### src/hdl/ffha_pkg.sv
// Shared types and constants for the first-fit heap allocator.
// No dependencies; every other file references this package by scoped names.
package ffha_pkg;

  // Command codes
  typedef enum logic [1:0] {
    CMD_ALLOC   = 2'd0,
    CMD_FREE    = 2'd1,
    CMD_REALLOC = 2'd2,
    CMD_NONE    = 2'd3
  } cmd_e;

  // Result status codes
  typedef enum logic [2:0] {
    ST_OK       = 3'd0,
    ST_DISABLED = 3'd1,
    ST_NOFIT    = 3'd2,
    ST_BADADDR  = 3'd3,
    ST_NOTUSED  = 3'd4,
    ST_ZERO     = 3'd5
  } status_e;

  // Configuration register indexes
  typedef enum logic [1:0] {
    REG_ENABLE = 2'd0,
    REG_BASE   = 2'd1,
    REG_SIZE   = 2'd2,
    REG_SPARE  = 2'd3
  } reg_e;

  // Internal operation being sequenced
  typedef enum logic [2:0] {
    OP_ALLOC,
    OP_FREE,
    OP_RCHECK,
    OP_RALLOC,
    OP_RFREE
  } op_e;

  // Sequencer states
  typedef enum logic [4:0] {
    S_IDLE,
    S_DISPATCH,
    S_FIND_RD,
    S_FIND_CHK,
    S_FOUND,
    S_SHUP_RD,
    S_SHUP_WR,
    S_SPLIT_WR,
    S_ALLOC_WR,
    S_NXT_RD,
    S_NXT_CHK,
    S_SHDN_RD,
    S_SHDN_WR,
    S_CUR_WR,
    S_PRV_RD,
    S_PRV_CHK,
    S_DONE
  } state_e;

  localparam int unsigned CFG_W  = 32;
  localparam int unsigned SIZE_W = 24;
  localparam int unsigned ADDR_W = 32;
  localparam int unsigned NEED_W = SIZE_W + 1;

  // One block table entry: header offset, payload size, used mark
  typedef struct packed {
    logic [SIZE_W-1:0] off;
    logic [SIZE_W-1:0] size;
    logic              used;
  } entry_t;

  typedef struct packed {
    logic [1:0]        command;
    logic [SIZE_W-1:0] request_size;
    logic [ADDR_W-1:0] address;
  } req_t;

  typedef struct packed {
    logic [2:0]        status;
    logic [ADDR_W-1:0] result_address;
    logic [SIZE_W-1:0] copy_length;
    logic [SIZE_W-1:0] used_total;
    logic [SIZE_W-1:0] free_total;
    logic [6:0]        blocks_now;
    logic [6:0]        allocs_now;
  } rsp_t;

  // Heap control from the register block to the sequencer
  typedef struct packed {
    logic              build;
    logic              active;
    logic [ADDR_W-1:0] origin;
    logic [SIZE_W-1:0] payload;
  } heap_ctl_t;

endpackage

### src/hdl/ffha_mem.sv
// Block table storage: one write port, one read port with registered data.
// Depends on ffha_pkg for the entry type.
module ffha_mem #(
  parameter int unsigned DEPTH = 64,
  parameter int unsigned AW    = 6
) (
  input  logic            clk_i,
  input  logic            we_i,
  input  logic [AW-1:0]   waddr_i,
  input  ffha_pkg::entry_t wdata_i,
  input  logic            re_i,
  input  logic [AW-1:0]   raddr_i,
  output ffha_pkg::entry_t rdata_o
);

  ffha_pkg::entry_t mem_q [DEPTH];
  ffha_pkg::entry_t rdata_q;

  // write port
  always_ff @(posedge clk_i) begin
    if (we_i) begin
      mem_q[waddr_i] <= wdata_i;
    end
  end

  // registered read port
  always_ff @(posedge clk_i) begin
    if (re_i) begin
      rdata_q <= mem_q[raddr_i];
    end
  end

  assign rdata_o = rdata_q;

endmodule

### src/hdl/ffha_match.sv
// Shared scan comparator: first-fit test or data-address match on one entry.
// Depends on ffha_pkg for the entry type and widths.
module ffha_match #(
  parameter int unsigned HEADER_BYTES = 20
) (
  input  ffha_pkg::entry_t                  entry_i,
  input  logic                              find_fit_i,
  input  logic [ffha_pkg::NEED_W-1:0]       need_i,
  input  logic [ffha_pkg::ADDR_W-1:0]       addr_i,
  input  logic [ffha_pkg::ADDR_W-1:0]       origin_i,
  output logic                              hit_o
);

  logic [ffha_pkg::ADDR_W-1:0] data_addr;
  logic                        fit;

  // data address of the entry, wrapping at 32 bits
  assign data_addr = origin_i + ffha_pkg::ADDR_W'(entry_i.off)
                   + ffha_pkg::ADDR_W'(HEADER_BYTES);
  assign fit       = !entry_i.used && ({1'b0, entry_i.size} >= need_i);
  assign hit_o     = find_fit_i ? fit : (data_addr == addr_i);

endmodule

### src/hdl/ffha_ctrl.sv
// Allocator sequencer: scans, shifts and merges table entries one per step,
// keeps the running counters and the output register. Uses ffha_mem, ffha_match.
module ffha_ctrl #(
  parameter int unsigned MAX_BLOCKS      = 64,
  parameter int unsigned HEADER_BYTES    = 20,
  parameter int unsigned ALIGN_BYTES     = 8,
  parameter int unsigned MIN_BLOCK_BYTES = 16
) (
  input  logic                clk_i,
  input  logic                rst_ni,
  input  ffha_pkg::heap_ctl_t heap_ctl_i,
  input  logic                in_valid_i,
  output logic                in_ready_o,
  input  ffha_pkg::req_t      in_req_i,
  output logic                out_valid_o,
  input  logic                out_ready_i,
  output ffha_pkg::rsp_t      out_rsp_o
);

  localparam int unsigned IDX_W = (MAX_BLOCKS > 1) ? $clog2(MAX_BLOCKS) : 1;
  localparam int unsigned CNT_W = $clog2(MAX_BLOCKS + 1);
  localparam int unsigned SW    = ffha_pkg::SIZE_W;
  localparam int unsigned AW    = ffha_pkg::ADDR_W;
  localparam int unsigned NW    = ffha_pkg::NEED_W;
  localparam logic [SW-1:0]  HDR     = SW'(HEADER_BYTES);
  localparam logic [NW-1:0]  MIN_N   = NW'(MIN_BLOCK_BYTES);
  localparam logic [NW+1:0]  SPLIT_X = (NW + 2)'(HEADER_BYTES + MIN_BLOCK_BYTES);
  localparam logic [CNT_W-1:0] MAX_C = CNT_W'(MAX_BLOCKS);
  localparam logic [CNT_W-1:0] ONE_C = CNT_W'(1);

  ffha_pkg::state_e  state_q, state_d;
  ffha_pkg::op_e     op_q, op_d;
  ffha_pkg::status_e status_q, status_d;
  ffha_pkg::req_t    req_q, req_d;
  ffha_pkg::entry_t  cur_q, cur_d;
  ffha_pkg::rsp_t    out_rsp_q, out_rsp_d;
  logic              find_fit_q, find_fit_d;
  logic              split_q, split_d;
  logic              merge_prev_q, merge_prev_d;
  logic              out_valid_q, out_valid_d;
  logic [CNT_W-1:0]  idx_q, idx_d, fidx_q, fidx_d, k_q, k_d;
  logic [CNT_W-1:0]  count_q, count_d, active_q, active_d;
  logic [NW-1:0]     need_q, need_d;
  logic [SW-1:0]     used_q, used_d, free_q, free_d, old_q, old_d, copy_q, copy_d;
  logic [AW-1:0]     res_q, res_d;

  // table port
  logic              mem_we, mem_re;
  logic [IDX_W-1:0]  mem_waddr, mem_raddr;
  ffha_pkg::entry_t  mem_wdata, mem_rdata;
  logic              hit;

  // rounded request size, floor applied
  logic [NW-1:0]     need_raw, need_calc;
  logic              start_alloc, start_free;

  assign need_raw  = NW'((({1'b0, req_q.request_size}) + NW'(ALIGN_BYTES - 1))
                     / ALIGN_BYTES * ALIGN_BYTES);
  assign need_calc = (need_raw < MIN_N) ? MIN_N : need_raw;

  ffha_mem #(
    .DEPTH (MAX_BLOCKS),
    .AW    (IDX_W)
  ) u_mem (
    .clk_i   (clk_i),
    .we_i    (mem_we),
    .waddr_i (mem_waddr),
    .wdata_i (mem_wdata),
    .re_i    (mem_re),
    .raddr_i (mem_raddr),
    .rdata_o (mem_rdata)
  );

  ffha_match #(
    .HEADER_BYTES (HEADER_BYTES)
  ) u_match (
    .entry_i    (mem_rdata),
    .find_fit_i (find_fit_q),
    .need_i     (need_q),
    .addr_i     (req_q.address),
    .origin_i   (heap_ctl_i.origin),
    .hit_o      (hit)
  );

  assign in_ready_o  = (state_q == ffha_pkg::S_IDLE);
  assign out_valid_o = out_valid_q;
  assign out_rsp_o   = out_rsp_q;

  // control registers
  always_ff @(posedge clk_i or negedge rst_ni) begin
    if (!rst_ni) begin
      state_q      <= ffha_pkg::S_IDLE;
      op_q         <= ffha_pkg::OP_ALLOC;
      find_fit_q   <= 1'b0;
      split_q      <= 1'b0;
      merge_prev_q <= 1'b0;
      out_valid_q  <= 1'b0;
      count_q      <= '0;
      active_q     <= '0;
      used_q       <= '0;
      free_q       <= '0;
    end else begin
      state_q      <= state_d;
      op_q         <= op_d;
      find_fit_q   <= find_fit_d;
      split_q      <= split_d;
      merge_prev_q <= merge_prev_d;
      out_valid_q  <= out_valid_d;
      count_q      <= count_d;
      active_q     <= active_d;
      used_q       <= used_d;
      free_q       <= free_d;
    end
  end

  // payload registers
  always_ff @(posedge clk_i) begin
    status_q  <= status_d;
    req_q     <= req_d;
    cur_q     <= cur_d;
    out_rsp_q <= out_rsp_d;
    idx_q     <= idx_d;
    fidx_q    <= fidx_d;
    k_q       <= k_d;
    need_q    <= need_d;
    old_q     <= old_d;
    copy_q    <= copy_d;
    res_q     <= res_d;
  end

  // next state and datapath
  always_comb begin
    state_d      = state_q;
    op_d         = op_q;
    status_d     = status_q;
    req_d        = req_q;
    cur_d        = cur_q;
    out_rsp_d    = out_rsp_q;
    find_fit_d   = find_fit_q;
    split_d      = split_q;
    merge_prev_d = merge_prev_q;
    out_valid_d  = out_valid_q;
    idx_d        = idx_q;
    fidx_d       = fidx_q;
    k_d          = k_q;
    count_d      = count_q;
    active_d     = active_q;
    need_d       = need_q;
    used_d       = used_q;
    free_d       = free_q;
    old_d        = old_q;
    copy_d       = copy_q;
    res_d        = res_q;
    mem_we       = 1'b0;
    mem_waddr    = '0;
    mem_wdata    = '0;
    mem_re       = 1'b0;
    mem_raddr    = '0;
    start_alloc  = 1'b0;
    start_free   = 1'b0;

    if (out_valid_q && out_ready_i) begin
      out_valid_d = 1'b0;
    end

    // heap build: one free block spanning the heap
    if (heap_ctl_i.build) begin
      mem_we    = 1'b1;
      mem_waddr = '0;
      mem_wdata = '{off: '0, size: heap_ctl_i.payload, used: 1'b0};
      count_d   = ONE_C;
      active_d  = '0;
      used_d    = '0;
      free_d    = heap_ctl_i.payload;
    end

    case (state_q)
      ffha_pkg::S_IDLE: begin
        if (in_valid_i) begin
          req_d    = in_req_i;
          status_d = ffha_pkg::ST_OK;
          res_d    = '0;
          copy_d   = '0;
          state_d  = ffha_pkg::S_DISPATCH;
        end
      end

      ffha_pkg::S_DISPATCH: begin
        if (req_q.command == ffha_pkg::CMD_NONE) begin
          state_d = ffha_pkg::S_DONE;
        end else if (!heap_ctl_i.active) begin
          status_d = ffha_pkg::ST_DISABLED;
          state_d  = ffha_pkg::S_DONE;
        end else begin
          case (req_q.command)
            ffha_pkg::CMD_ALLOC: start_alloc = 1'b1;
            ffha_pkg::CMD_FREE:  start_free  = 1'b1;
            ffha_pkg::CMD_REALLOC: begin
              if (req_q.address == '0) begin
                start_alloc = 1'b1;
              end else if (req_q.request_size == '0) begin
                start_free = 1'b1;
              end else begin
                op_d       = ffha_pkg::OP_RCHECK;
                find_fit_d = 1'b0;
                idx_d      = '0;
                state_d    = ffha_pkg::S_FIND_RD;
              end
            end
            default: state_d = ffha_pkg::S_DONE;
          endcase
        end
      end

      // scan: issue the read of one entry
      ffha_pkg::S_FIND_RD: begin
        if (idx_q >= count_q) begin
          status_d = find_fit_q ? ffha_pkg::ST_NOFIT : ffha_pkg::ST_BADADDR;
          state_d  = ffha_pkg::S_DONE;
        end else begin
          mem_re    = 1'b1;
          mem_raddr = idx_q[IDX_W-1:0];
          state_d   = ffha_pkg::S_FIND_CHK;
        end
      end

      ffha_pkg::S_FIND_CHK: begin
        if (hit) begin
          cur_d   = mem_rdata;
          fidx_d  = idx_q;
          state_d = ffha_pkg::S_FOUND;
        end else begin
          idx_d   = idx_q + ONE_C;
          state_d = ffha_pkg::S_FIND_RD;
        end
      end

      ffha_pkg::S_FOUND: begin
        case (op_q)
          ffha_pkg::OP_ALLOC, ffha_pkg::OP_RALLOC: begin
            if (({2'b00, cur_q.size} >= ({1'b0, need_q} + SPLIT_X))
                && (count_q < MAX_C)) begin
              split_d = 1'b1;
              k_d     = count_q;
              state_d = ffha_pkg::S_SHUP_RD;
            end else begin
              split_d = 1'b0;
              state_d = ffha_pkg::S_ALLOC_WR;
            end
          end
          ffha_pkg::OP_FREE, ffha_pkg::OP_RFREE: begin
            if (!cur_q.used) begin
              status_d = ffha_pkg::ST_NOTUSED;
              state_d  = ffha_pkg::S_DONE;
            end else begin
              used_d     = used_q - cur_q.size;
              free_d     = free_q + cur_q.size;
              if (active_q != '0) begin
                active_d = active_q - ONE_C;
              end
              cur_d.used = 1'b0;
              state_d    = ffha_pkg::S_NXT_RD;
            end
          end
          ffha_pkg::OP_RCHECK: begin
            if (!cur_q.used) begin
              status_d = ffha_pkg::ST_NOTUSED;
              state_d  = ffha_pkg::S_DONE;
            end else if (req_q.request_size <= cur_q.size) begin
              res_d   = req_q.address;
              state_d = ffha_pkg::S_DONE;
            end else begin
              old_d      = cur_q.size;
              op_d       = ffha_pkg::OP_RALLOC;
              need_d     = need_calc;
              find_fit_d = 1'b1;
              idx_d      = '0;
              state_d    = ffha_pkg::S_FIND_RD;
            end
          end
          default: state_d = ffha_pkg::S_DONE;
        endcase
      end

      // open a slot after the chosen block, top entry first
      ffha_pkg::S_SHUP_RD: begin
        if (k_q > (fidx_q + ONE_C)) begin
          mem_re    = 1'b1;
          mem_raddr = IDX_W'(k_q - ONE_C);
          state_d   = ffha_pkg::S_SHUP_WR;
        end else begin
          state_d = ffha_pkg::S_SPLIT_WR;
        end
      end

      ffha_pkg::S_SHUP_WR: begin
        mem_we    = 1'b1;
        mem_waddr = k_q[IDX_W-1:0];
        mem_wdata = mem_rdata;
        k_d       = k_q - ONE_C;
        state_d   = ffha_pkg::S_SHUP_RD;
      end

      ffha_pkg::S_SPLIT_WR: begin
        mem_we         = 1'b1;
        mem_waddr      = IDX_W'(fidx_q + ONE_C);
        mem_wdata.off  = cur_q.off + HDR + SW'(need_q);
        mem_wdata.size = cur_q.size - SW'(need_q) - HDR;
        mem_wdata.used = 1'b0;
        count_d        = count_q + ONE_C;
        cur_d.size     = SW'(need_q);
        state_d        = ffha_pkg::S_ALLOC_WR;
      end

      ffha_pkg::S_ALLOC_WR: begin
        mem_we         = 1'b1;
        mem_waddr      = fidx_q[IDX_W-1:0];
        mem_wdata      = cur_q;
        mem_wdata.used = 1'b1;
        used_d         = used_q + cur_q.size;
        free_d         = free_q - cur_q.size;
        active_d       = active_q + ONE_C;
        res_d          = heap_ctl_i.origin + AW'(cur_q.off) + AW'(HEADER_BYTES);
        if (op_q == ffha_pkg::OP_RALLOC) begin
          copy_d     = old_q;
          op_d       = ffha_pkg::OP_RFREE;
          find_fit_d = 1'b0;
          idx_d      = '0;
          state_d    = ffha_pkg::S_FIND_RD;
        end else begin
          state_d = ffha_pkg::S_DONE;
        end
      end

      // merge with the next block when it is free
      ffha_pkg::S_NXT_RD: begin
        if ((fidx_q + ONE_C) < count_q) begin
          mem_re    = 1'b1;
          mem_raddr = IDX_W'(fidx_q + ONE_C);
          state_d   = ffha_pkg::S_NXT_CHK;
        end else begin
          state_d = ffha_pkg::S_CUR_WR;
        end
      end

      ffha_pkg::S_NXT_CHK: begin
        if (!mem_rdata.used) begin
          cur_d.size   = cur_q.size + HDR + mem_rdata.size;
          k_d          = fidx_q + ONE_C;
          merge_prev_d = 1'b0;
          state_d      = ffha_pkg::S_SHDN_RD;
        end else begin
          state_d = ffha_pkg::S_CUR_WR;
        end
      end

      // close the gap at entry k, bottom entry first
      ffha_pkg::S_SHDN_RD: begin
        if ((k_q + ONE_C) < count_q) begin
          mem_re    = 1'b1;
          mem_raddr = IDX_W'(k_q + ONE_C);
          state_d   = ffha_pkg::S_SHDN_WR;
        end else begin
          count_d = count_q - ONE_C;
          state_d = merge_prev_q ? ffha_pkg::S_DONE : ffha_pkg::S_CUR_WR;
        end
      end

      ffha_pkg::S_SHDN_WR: begin
        mem_we    = 1'b1;
        mem_waddr = k_q[IDX_W-1:0];
        mem_wdata = mem_rdata;
        k_d       = k_q + ONE_C;
        state_d   = ffha_pkg::S_SHDN_RD;
      end

      ffha_pkg::S_CUR_WR: begin
        mem_we    = 1'b1;
        mem_waddr = fidx_q[IDX_W-1:0];
        mem_wdata = cur_q;
        state_d   = ffha_pkg::S_PRV_RD;
      end

      // merge into the previous block when it is free
      ffha_pkg::S_PRV_RD: begin
        if (fidx_q != '0) begin
          mem_re    = 1'b1;
          mem_raddr = IDX_W'(fidx_q - ONE_C);
          state_d   = ffha_pkg::S_PRV_CHK;
        end else begin
          state_d = ffha_pkg::S_DONE;
        end
      end

      ffha_pkg::S_PRV_CHK: begin
        if (!mem_rdata.used) begin
          mem_we         = 1'b1;
          mem_waddr      = IDX_W'(fidx_q - ONE_C);
          mem_wdata.off  = mem_rdata.off;
          mem_wdata.size = mem_rdata.size + HDR + cur_q.size;
          mem_wdata.used = 1'b0;
          k_d            = fidx_q;
          merge_prev_d   = 1'b1;
          state_d        = ffha_pkg::S_SHDN_RD;
        end else begin
          state_d = ffha_pkg::S_DONE;
        end
      end

      ffha_pkg::S_DONE: begin
        if (!out_valid_q || out_ready_i) begin
          out_valid_d              = 1'b1;
          out_rsp_d.status         = status_q;
          out_rsp_d.result_address = res_q;
          out_rsp_d.copy_length    = copy_q;
          out_rsp_d.used_total     = used_q;
          out_rsp_d.free_total     = free_q;
          out_rsp_d.blocks_now     = 7'(count_q);
          out_rsp_d.allocs_now     = 7'(active_q);
          state_d                  = ffha_pkg::S_IDLE;
        end
      end

      default: state_d = ffha_pkg::S_IDLE;
    endcase

    // command entry points
    if (start_alloc) begin
      if (req_q.request_size == '0) begin
        status_d = ffha_pkg::ST_ZERO;
        state_d  = ffha_pkg::S_DONE;
      end else begin
        op_d       = ffha_pkg::OP_ALLOC;
        need_d     = need_calc;
        find_fit_d = 1'b1;
        idx_d      = '0;
        state_d    = ffha_pkg::S_FIND_RD;
      end
    end
    if (start_free) begin
      if (req_q.address == '0) begin
        state_d = ffha_pkg::S_DONE;
      end else begin
        op_d       = ffha_pkg::OP_FREE;
        find_fit_d = 1'b0;
        idx_d      = '0;
        state_d    = ffha_pkg::S_FIND_RD;
      end
    end
  end

  // table never holds more entries than it has rows
  a_count_max: assert property (@(posedge clk_i) disable iff (!rst_ni)
    count_q <= MAX_C)
    else $error("block count above table depth");

  // blocks in use never outnumber table entries
  a_active_le_count: assert property (@(posedge clk_i) disable iff (!rst_ni)
    active_q <= count_q)
    else $error("in-use count above block count");

  // a split adds exactly one entry
  a_split_grows: assert property (@(posedge clk_i) disable iff (!rst_ni)
    (state_q == ffha_pkg::S_SPLIT_WR && !heap_ctl_i.build)
      |=> count_q == $past(count_q) + ONE_C)
    else $error("split did not add one entry");

endmodule

### config.mk
export PLATFORM = sky130hd
export DESIGN_NAME = ffha_ctrl
export DESIGN_NICKNAME = d
export VERILOG_FILES = /design/src/hdl/ffha_pkg.sv /design/src/hdl/ffha_mem.sv /design/src/hdl/ffha_match.sv /design/src/hdl/ffha_ctrl.sv
export SDC_FILE = /design/constraint.sdc
export NUM_CORES = 2
export LEC_CHECK = 0
export BUFFER_PORTS_ARGS = -buffer_cell sky130_fd_sc_hd__buf_2
export CAP_MARGIN = 20
export CORE_UTILIZATION = 55
export CTS_CLUSTER_DIAMETER = 200
export DETAILED_ROUTE_END_ITERATION = 6
export PLACE_DENSITY = 0.69
export RECOVER_POWER = 25
export REMOVE_ABC_BUFFERS = 1
export SYNTH_ARGS = -nofsm -noshare
export SYNTH_HDL_FRONTEND = slang
export SYNTH_SLANG_ARGS = --single-unit
### constraint.sdc
create_clock -name clk_i -period 8 [get_ports clk_i]
set_input_delay 2.4 -clock clk_i [delete_from_list [all_inputs] [get_ports clk_i]]
set_output_delay 2.4 -clock clk_i [all_outputs]
set_load 0.03 [all_outputs]
==> key figures <==
Synthesis
  • Multiplexer share of the synthesized area: 5.85%
  • Largest cells by area after synthesis: edfxtp_1 67%, nand2_1 5.0%, mux4_2 5.0%
  • Seq cells post-synth: 3615
  • Post-synth top cells: 3507 x edfxtp_1, 2101 x nand2_1, 672 x nand3_1, 434 x ha_1, 390 x nor2_1
  • Simple-Gate Fraction of Synth Area: 10.8%
  • Count of flip-flops with a built-in enable after synthesis: 3507
  • Synth Flop Type: edfxtp_1
  • Area leader, netlist: edfxtp_1
  • Cells after synthesis: 11103
  • Sequential fraction of the synthesis area: 68.9%
  • Post-synth ARST share: 2.02%
  • Post-synthesis compound-gate area fraction: 7.36%
  • Avg Cell Area, Syn: 14.1 sq um
  • Synthesis Warnings: 0
  • Synth top area share: 67.3%
  • Most common cell in the netlist: edfxtp_1
  • Synth Area in Adders: 3.60%
  • Distinct cells, synth: 93
  • Mapped Area: 156000 sq um
  • Largest family of logic cells by synthesized area: simple AND/OR/NAND/NOR gates
  • Post-synthesis xor/xnor area fraction: 1.30%

Detailed routing
  • Drt wl/cell: 30.6 um
  • # DRC: 2
  • Via count: 101964
  • Vias per Instance: 6.58
  • Routed WL: 474 mm
  • Initial DRC Count: 14130
  • Pre-antenna DRT Iters: 7
  • Post-route ant nets: 0

Setup path
  • CP arrival: 7.63 ns
  • CP Class: register to register
  • Crit-path max FO: 45
  • Slowest library cell on the worst path: clkbuf_1
  • Kind of cell adding the most delay to the critical path: buffers and inverters
  • CP Data Required Time: 8.54 ns
  • Crit-path max cell delay: 1.91 ns
  • Crit end category: register
  • Worst setup SP type: register
  • Crit path launch: state_q[1]
  • RR Startpoint: state_q[1]
  • Cell Chain, Critical Path: nor2b_1, nand2_1, nor2_4, clkbuf_1, a21oi_1, o2111a_1, nor2_1, nand2_1, nor2_4, buf_4
  • CP Buf/Inv Count: 2

Timing
  • Setup Skew: 0.0585 ns
  • F_max: 141 MHz
  • Slew @ Worst Pin: 3.59 ns
  • Tcrit/Tclk final: 88.7%
  • Tmin final: 7.10 ns
  • Final setup viols: 0
  • Pins Over Slew Limit: 1819
  • RSZ-0062 raised after global routing: false
  • Relative slew slack: -139%
  • Final setup TNS: 0 ns
  • Final hold violations: 0

Layout
  • FF/Latch Area: 108000 sq um
  • Layout cells sized above 1: 12.1%
  • Final Net Count: 12010
  • Finished Core Util: 62.0%
  • Area delta synth->final: 12.0%
  • # fillers: 20481
  • Area of the multi-input gates: 46300 sq um

Clock network
  • CTS tree: done
  • Post-CTS Resized: 0
  • Clock sinks: 3615
  • Clk slew on worst S/H paths: 0.06 ns
  • Root buf cell: clkbuf_16
  • Worst skew pair latency: 0.96 ns
  • Max Buffers Root-to-Sink: 4
  • # hold bufs at CTS: 0
  • Total CTS buffers: 364
  • Post-CTS Repair Setup Buffers: 0
  • # H-tree levels: 5

Outcome
  • Failing checks: design-rule violations, max-capacitance violations, max-slew violations
  • Outcome: finished with violations

Global routing
  • GRT overflow: 0
  • Global-route wire length before repair: 677 mm
  • Number of global-route vias before repair: 97684
  • Largest net degree at the start of global routing: 167
  • Antenna violations before repair: 27
  • GRT Util Overall: 32.6%

Die
  • Core area: 283000 sq um
  • Die Width: 535 um
  • Die Span Y: 535 um
  • Top Ports: 243
  • Die area: 287000 sq um
  • Initial Utilization: 55.4%
  • Rows: 195

Place
  • Dpl hpwl: 296 mm
  • I/O Buffers: 242
  • Gpl congestion: 0.940

Run
  • Max Cap Viol: 31

Power and ir drop
  • Static leakage: 0.0598 uW
  • Pwr dens: 255 nW/um^2
  • Maximum vdd drop: 0.198 mV

Worst hold path
  • Hold Path Class: register to register
  • Min-delay src: res_q[18]
-- final cells by class --
cell class / count / share of cell area, %
Clock buffer: 436 / 5.41
Tap cell: 3743 / 2.67
Multi-Input combinational cell: 6667 / 26.4
Sequential cell: 3615 / 61.6
Antenna cell: 7 / 0.0100
Inverter: 234 / 0.501
Clock inverter: 228 / 1.19
Timing Repair Buffer: 564 / 2.22
-- where the power goes --
group          leakage [uW]  internal [uW]  switching [uW]
clock               0.00562           9460            7290
sequential           0.0315          21300             728
combinational        0.0226           2140            3810
-- layer usage --
metal,global-route usage [%],routed length [um],vias up
li1,-,-,43314
met1,45.4,182000,51140
met2,51.2,219000,6492
met3,6.41,52900,1002
met4,12.2,19700,16
met5,0,107,-
-- flip-flops by register name, indices dropped and copies added, names as in the netlist, 25 cells and up --
name and count:
cur_q 49, req_q 58, res_q 32, need_q 25, out_rsp_o 121, u_mem.mem_q 3136, u_mem.rdata_o 49
-- cells by family (layout without fill, tap and decap cells) --
family / Yosys count / count (layout)
and+or+nand+nor: 3825 / 3825
DFF: 3615 / 3615
AOI/OAI and AO/OA: 1685 / 1685
buffers and inverters: 821 / 1462
muxes: 480 / 480
adders and majority gates: 444 / 444
xor gates and xnor gates: 233 / 233
other: 0 / 7
-- worst paths after layout --
path	to	slack, ns	cells after the start
worst max-delay path	u_mem.mem_q[28][26]	0.90	10
worst min-delay path	out_rsp_o[104]	0.41	0
worst max register to register	u_mem.mem_q[28][26]	0.90	10
worst min register to register	out_rsp_o[104]	0.41	0
max in group asynchronous	out_valid_o	2.24	2
min in group asynchronous	free_q[7]	2.05	1
-- stage by stage --
stage / hold slack, ns / instance area (sq um) / setup slack [ns] / total power (uW) / cells
2_1_floorplan: 0.400 / 154000 / -27.20 / 26700 / 10516
3_3_place_gp: 0.400 / 164000 / 0.622 / 28100 / 14818
3_5_place_dp: 0.405 / 164000 / 0.672 / 28200 / 14818
4_1_cts: 0.404 / 176000 / 1.41 / 44700 / 15482
5_1_grt: 0.409 / 175000 / 0.738 / 46100 / 15489
6_report: 0.407 / 175000 / 0.902 / 44700 / 15494
-- layout by cell type, fill, tap and decap left out, types with 48 or more instances in the layout --
cell type  instances
edfxtp_1        3507
o21ai_0          238
clkinv_2          65
clkbuf_1         233
nor3_1           124
and3_1           199
dfrtp_1           73
a32oi_1           48
nor2_1           310
xnor2_1          158
a21o_1            83
inv_1            233
nand4_1           87
a311oi_1         122
buf_4            237
o22ai_1           95
nor2b_1           48
mux4_2           347
nand3_1          667
buf_2            115
mux2i_1          131
clkbuf_16        369
nand2_1         2098
clkinv_1          86
xor2_1            75
a31oi_1          204
nor2_4            69
a22oi_1           90
ha_1             434
a21oi_1          304
Note: power is estimated with default switching activity, not from simulation.
